`src/rtl/atpq_pkg.sv`:
```
// atpq_pkg: item types shared by the armed toggle pulse qualifier
// no dependencies; imported by atpq_frame and armed_toggle_pulse_qualifier
package atpq_pkg;

	localparam int unsigned TotalWidth = 32;
	localparam int unsigned PctScale   = 100;
	localparam int unsigned PctThresh  = 49;

	typedef struct packed {
		logic step_active;
		logic enable_cmd;
		logic toggle_cmd;
		logic frame_last;
	} in_item_t;

	typedef struct packed {
		logic                  toggle_out;
		logic                  enable_out;
		logic [TotalWidth-1:0] pulse_total;
	} out_item_t;

	// control from the top level into the frame accumulator
	typedef struct packed {
		logic clear;
		logic update;
		logic enable;
		logic pulse;
		logic last;
	} frame_ctl_t;

	// frame accumulator view of the sample being processed
	typedef struct packed {
		logic close;
		logic parity;
		logic pass;
	} frame_res_t;

endpackage

```
`src/rtl/atpq_frame.sv`:
```
// atpq_frame: per-frame counters and enable threshold decision for queued mode
// depends on atpq_pkg
module atpq_frame #(
	parameter int unsigned MAX_FRAME = 16
) (
	input  logic                clk,
	input  logic                arst_n,
	input  atpq_pkg::frame_ctl_t ctl,
	output atpq_pkg::frame_res_t res
);
	import atpq_pkg::*;

	localparam int unsigned CW = $clog2(MAX_FRAME + 1);
	localparam int unsigned PW = CW + 7;

	logic [CW-1:0] len_q;
	logic [CW-1:0] ena_q;
	logic          par_q;

	logic [CW-1:0] len_nxt;
	logic [CW-1:0] ena_nxt;
	logic          par_nxt;
	logic [PW-1:0] ena_scaled;
	logic [PW-1:0] len_scaled;

	// the length is below MAX_FRAME between samples, so the increment never wraps
	assign len_nxt = len_q + CW'(1);
	assign ena_nxt = ena_q + CW'(ctl.enable);
	assign par_nxt = par_q ^ ctl.pulse;

	assign ena_scaled = PW'(ena_nxt) * PW'(PctScale);
	assign len_scaled = PW'(len_nxt) * PW'(PctThresh);

	assign res.close  = ctl.last || (len_nxt == CW'(MAX_FRAME));
	assign res.parity = par_nxt;
	assign res.pass   = par_nxt || (ena_scaled >= len_scaled);

	always_ff @(posedge clk or negedge arst_n) begin
		if (!arst_n) begin
			len_q <= '0;
			ena_q <= '0;
			par_q <= 1'b0;
		end else if (ctl.clear || (ctl.update && res.close)) begin
			len_q <= '0;
			ena_q <= '0;
			par_q <= 1'b0;
		end else if (ctl.update) begin
			len_q <= len_nxt;
			ena_q <= ena_nxt;
			par_q <= par_nxt;
		end
	end

endmodule

```
`src/rtl/armed_toggle_pulse_qualifier.sv`:
```
// armed_toggle_pulse_qualifier: top level, arm/re-arm qualification and result register
// depends on atpq_pkg and atpq_frame
//
//  channel  | handshake              | word
//  ---------+------------------------+---------------------------------------
//  in       | in_valid / in_ready    | in_data  (step, enable, toggle, last)
//  out      | out_valid / out_ready  | out_data (toggle, enable, pulse total)
//  cfg      | cfg_we                 | cfg_data (queued_mode)
//
// one word per cycle sustained while the result register is empty or out_ready is high;
// a word passes the input register and then the result register.
// in_ready drops only while both registers are full and out_ready is low.
// reset arms the block, clears the total and frame counters, selects direct mode.
module armed_toggle_pulse_qualifier #(
	parameter int unsigned MAX_FRAME = 16
) (
	input  logic                clk,
	input  logic                arst_n,
	input  logic                in_valid,
	output logic                in_ready,
	input  atpq_pkg::in_item_t  in_data,
	output logic                out_valid,
	input  logic                out_ready,
	output atpq_pkg::out_item_t out_data,
	input  logic                cfg_we,
	input  logic                cfg_data
);
	import atpq_pkg::*;

	in_item_t              item_s1;
	logic                  valid_s1;
	logic                  queued_q;
	logic                  armed_q;
	logic [TotalWidth-1:0] total_q;
	out_item_t             out_q;
	logic                  out_valid_q;

	logic                  advance;
	logic                  live;
	logic                  pulse;
	logic                  armed_nxt;
	logic [TotalWidth-1:0] total_nxt;
	logic                  emit;
	frame_ctl_t            fctl;
	frame_res_t            fres;
	out_item_t             result;

	assign advance  = valid_s1 && (!out_valid_q || out_ready);
	assign in_ready = !valid_s1 || advance;
	assign live     = advance && item_s1.step_active;

	// arm/re-arm rule
	always_comb begin
		pulse     = armed_q && item_s1.toggle_cmd && item_s1.enable_cmd;
		armed_nxt = armed_q;
		if (pulse) begin
			armed_nxt = 1'b0;
		end else if (!armed_q && !item_s1.toggle_cmd && item_s1.enable_cmd) begin
			armed_nxt = 1'b1;
		end
	end

	assign total_nxt = total_q + TotalWidth'(pulse);

	assign fctl.clear  = cfg_we;
	assign fctl.update = live && queued_q;
	assign fctl.enable = item_s1.enable_cmd;
	assign fctl.pulse  = pulse;
	assign fctl.last   = item_s1.frame_last;

	atpq_frame #(
		.MAX_FRAME(MAX_FRAME)
	) u_frame (
		.clk   (clk),
		.arst_n(arst_n),
		.ctl   (fctl),
		.res   (fres)
	);

	assign emit = live && (!queued_q || fres.close);

	always_comb begin
		result.pulse_total = total_nxt;
		if (queued_q) begin
			result.toggle_out = fres.parity;
			result.enable_out = fres.pass;
		end else begin
			result.toggle_out = pulse;
			result.enable_out = item_s1.enable_cmd;
		end
	end

	always_ff @(posedge clk or negedge arst_n) begin
		if (!arst_n) begin
			valid_s1 <= 1'b0;
		end else if (in_ready) begin
			valid_s1 <= in_valid;
		end
	end

	always_ff @(posedge clk) begin
		if (in_ready && in_valid) begin
			item_s1 <= in_data;
		end
	end

	always_ff @(posedge clk or negedge arst_n) begin
		if (!arst_n) begin
			queued_q <= 1'b0;
			armed_q  <= 1'b1;
			total_q  <= '0;
		end else begin
			if (cfg_we) begin
				queued_q <= cfg_data;
			end
			if (live) begin
				armed_q <= armed_nxt;
				total_q <= total_nxt;
			end
		end
	end

	always_ff @(posedge clk or negedge arst_n) begin
		if (!arst_n) begin
			out_valid_q <= 1'b0;
		end else if (emit) begin
			out_valid_q <= 1'b1;
		end else if (out_ready) begin
			out_valid_q <= 1'b0;
		end
	end

	always_ff @(posedge clk) begin
		if (emit) begin
			out_q <= result;
		end
	end

	assign out_valid = out_valid_q;
	assign out_data  = out_q;

`ifndef NO_ASSERTIONS
	// a reported toggle always carries enable
	a_toggle_implies_enable: assert property (@(posedge clk) disable iff (!arst_n)
		out_valid_q && out_q.toggle_out |-> out_q.enable_out)
		else $error("toggle reported without enable");

	// disarming only happens on a processed sample
	a_disarm_on_sample: assert property (@(posedge clk) disable iff (!arst_n)
		$fell(armed_q) |-> $past(live))
		else $error("armed cleared without a processed sample");

	// the total only ever moves up by one
	a_total_step: assert property (@(posedge clk) disable iff (!arst_n)
		total_q != $past(total_q) |-> total_q == $past(total_q) + TotalWidth'(1))
		else $error("pulse total jumped");
`endif

endmodule

```
`config.mk`:
```
export PLATFORM = sky130hd
export DESIGN_NAME = armed_toggle_pulse_qualifier
export DESIGN_NICKNAME = d
export VERILOG_FILES = /design/src/rtl/atpq_pkg.sv /design/src/rtl/atpq_frame.sv /design/src/rtl/armed_toggle_pulse_qualifier.sv
export SDC_FILE = /design/constraint.sdc
export NUM_CORES = 1
export LEC_CHECK = 0
export BUFFER_PORTS_ARGS = -buffer_cell sky130_fd_sc_hd__buf_2
export CAP_MARGIN = 20
export CORE_UTILIZATION = 37
export CTS_BUF_LIST = sky130_fd_sc_hd__clkbuf_4 sky130_fd_sc_hd__clkbuf_8 sky130_fd_sc_hd__clkbuf_16
export DETAILED_ROUTE_END_ITERATION = 10
export MAX_ROUTING_LAYER = met4
export PLACE_DENSITY_LB_ADDON = 0.05
export SKIP_LAST_GASP = 1
export SLEW_MARGIN = 10
export SYNTH_ARGS = -nofsm -noshare
export SYNTH_HDL_FRONTEND = slang
export SYNTH_SLANG_ARGS = --single-unit
```
`constraint.sdc`:
```
create_clock -name clk -period 9.1 [get_ports clk]
set_input_delay 2.275 -clock clk [delete_from_list [all_inputs] [get_ports clk]]
set_output_delay 2.275 -clock clk [all_outputs]
set_load 0.01 [all_outputs]
```
==> metrics.md <==
| Metric | Value |
|---|---|
| Crit share post-route | `between 50% and 60%` |
| WS Path Type | `input port to primary output` |
| Layout Nets | `505` |
| Synth cell count leaders | `49 x nand2_1, 47 x xnor2_1, 46 x dfrtp_1` |
| Worst hold path type | `flop to flop` |
| CP Data Arrival Time | `a little under 3000 ps` |
| CTS tree | `built` |
| Area share of the largest cell type after synthesis | `between 20% and 30%` |
| Min-delay src | `item_s1[1]$_DFFE_PP_` |
| Setup violators final | `0` |
| Grt total ovfl | `0` |
| Post-Syn Area | `4690 sq um` |
| H-tree level count | `3` |
| Clk pin slew, worst setup/hold paths | `around 60 ps` |
| Mapped Nets | `between 400 and 500` |
| EDFF count, synth | `38` |
| Core ar. | `12,200 sq um` |
| Synth Flop Type | `dfrtp_1` |
| Vias per std cell | `4.78` |
| Largest family of logic cells by synthesized area | `simple AND/OR/NAND/NOR gates` |
| Slew margin rel. | `34.8%` |
| Postcts setup bufs | `0` |
| Initial antenna violation count | `0` |
| Max Slew Vio Count | `0` |
| Fillers | `~1,200` |
| Rows | `40` |
| Synth Area in Compound Gates | `under 10%` |
| Total GRT Usage | `between 10% and 20%` |
| Placed Cells | `between 600 and 700` |
| Die Ht | `around 110 um` |
| Multi-input logic area | `~2300 sq um` |
| Ports | `between 40 and 50` |
| Setup TNS | `0 ps` |
| Library cells used by synthesis | `between 40 and 50` |
| Area Growth Syn to Fin | `14.8%` |
| Worst vdd ir | `roughly 0.09 mV` |
| Drt total wl | `approximately 8900 um` |
| Leakage | `approximately 2.4 nW` |
| Vias | `3,000` |
| Avg Inst Size Synth | `11.5 sq um` |
| ANT nets after route | `0` |
| Cts repair resizes | `0` |
| CP Max Fanout | `5` |
| Share of post-route cells with drive strength above 1 | `between 10% and 20%` |
| Register-to-Register Path Depth | `13` |
| Worst Skew | `a little over 6 ps` |
| Count leader, synth | `nand2_1` |
| Root Buffer | `clkbuf_16` |
| Synth top area cells | `dfrtp_1 25%, edfxtp_1 24%, ha_1 10%` |
| DR WL/cell | `14.2 um` |
| Xor and xnor area share after synthesis | `15.3%` |
| Die footprint | `between 10,000 and 15,000 sq um` |
| Hold endpoint | `armed_q$_DFFE_PN1P_` |
| CP startpoint kind | `input port` |
| Total CTS buffers | `9` |
| Worst R2R End | `out_data[32]$_DFFE_PP_` |
| Setup repair after global routing missed its margin | `no` |
| Antenna cells | `0` |
| Outcome | `complete, no violations` |
| Initial Utilization | `38.5%` |
| Critical Path Sink Type | `primary output` |
| Yosys reg bits | `85` |
| Seq/Total Area, Yosys | `between 40% and 50%` |
| Power Density | `153 nW/um^2` |
| Worst endpoint required time | `6830 ps` |
| Mux cell area share after synthesis | `0.881%` |
| Total power | `about 0.00082 W` |
| HPWL Detailed | `6360 um` |
| Port bufs | `45` |
| Syn Inst Count | `408` |
| Clk Latency, worst-skew pair | `approximately 340 ps` |
| Fin cells | `between 600 and 700` |
| Largest net degree at the start of global routing | `48` |
| Longest Clk Path Bufs | `2` |
| Max Freq | `around 190 MHz` |
| Async SR Flop Fraction | `55.3%` |
| Worst slew pin tran | `slightly below 1000 ps` |
| Reg2reg setup slack | `around 5000 ps` |
| R2r startpoint | `fctl[2]$_DFFE_PP_` |
| Final Hold Fails | `0` |
| Die width | `~110 um` |
| Post-route DRC violation count | `0` |
| Ys Warns | `0` |
| Post-synthesis simple-gate area fraction | `between 15 and 20%` |
| # hold bufs at CTS | `0` |
| Hold-critical path depth | `1` |
| Post-Synth Adder-Cell Area | `10.8%` |
| Register Area | `between 2000 and 2500 sq um` |
| Gp weighted congestion | `around 0.74` |
| Min cycle time layout | `between 5000 and 6000 ps` |
| DR pass1 iterations | `4` |
| DR iter-0 viols | `approximately 140` |
| CTS sink cnt | `85` |
| First-pass GRT wire length | `around 15,000 um` |
| Vias in the first global route | `between 2,000 and 3,000` |
| Maxcap violations | `0` |
| Area leader, netlist | `dfrtp_1` |
## kinds of logic after synthesis
kind of cell / Yosys count
XOR/XNOR: 82
AO/OA/AOI/OAI: 34
flip-flops: 85
AND/OR/NAND/NOR: 139
adder cells (fa/ha/maj): 40
buffers and inverters: 24
multiplexers: 4
## layer usage
| layer | global-route usage [%] | wire, um | up-vias |
|---|---|---|---|
| li1 | - | - | 1526 |
| met1 | 22.7 | 4860 | 1422 |
| met2 | 21.2 | 3680 | 42 |
| met3 | 3.65 | 251 | 10 |
| met4 | 5.45 | 132 | 0 |
| met5 | - | 0 | - |
## registers in the layout, summed over array words and instances, names as in the netlist
| signal | cells |
|---|---|
| armed_q | 1 |
| fctl | 2 |
| item_s1 | 2 |
| out_data | 34 |
| out_valid | 1 |
| queued_q | 1 |
| total_q | 32 |
| u_frame.ena_q | 5 |
| u_frame.len_q | 5 |
| u_frame.par_q | 1 |
| valid_s1 | 1 |
## power breakdown
part           internal, W  leakage, nW  switching (W)
registers         0.000422        0.973      0.0000103
clock network     0.000180        0.134       0.000145
logic            0.0000250         1.29      0.0000392
## metrics by stage
step / instance area, sq um / hold WS [ps] / utilization [%] / worst slack [ps]
floorplan: 4690 / 390 / - / 4090
global placement: 5100 / 408 / 41.9 / 3960
global route: 5380 / 459 / 44.3 / 3820
CTS: 5380 / 425 / 44.3 / 3920
finish: 5380 / 419 / 44.3 / 3930
detailed placement: 5130 / 413 / 42.2 / 3920
## cell usage in the layout, fill, tap and decap left out, types with 6 or more instances in the layout
master / synthesis / routed
edfxtp_1: 38 / 38
nand2_1: 49 / 49
and2_1: 7 / 7
nor2_1: 16 / 16
nor3_1: 6 / 6
xor2_1: 35 / 35
nand3_1: 19 / 19
clkbuf_16: 0 / 9
buf_2: 4 / 45
inv_1: 12 / 12
ha_1: 39 / 39
o21ai_0: 7 / 7
nand4_1: 13 / 13
dfrtp_1: 46 / 46
xnor2_1: 47 / 47
## worst max-delay path by stage
stage	from	endpoint	slack (ps)
2_1_floorplan	out_ready	out_data[0]$_DFFE_PP_	4090
3_3_place_gp	out_ready	in_ready	3960
3_5_place_dp	out_ready	in_ready	3920
4_1_cts	out_ready	in_ready	3920
5_1_grt	out_ready	in_ready	3820
6_report	out_ready	in_ready	3930
## critical path, stage by stage
cell     delay [ps]
buf_2            90
nor2b_1         240
nand2_1         140
buf_2           160
## area by class of cell
class | instances | area share (%)
Inverter | 12 | 0.837
Sequential cell | 85 | 43.1
Timing Repair Buffer | 48 | 4.97
Multi-Input combinational cell | 299 | 42.4
Tap cell | 168 | 3.90
Clock buffer | 9 | 4.18
Clock inverter | 7 | 0.604
Power figures use the tool's default switching activity.
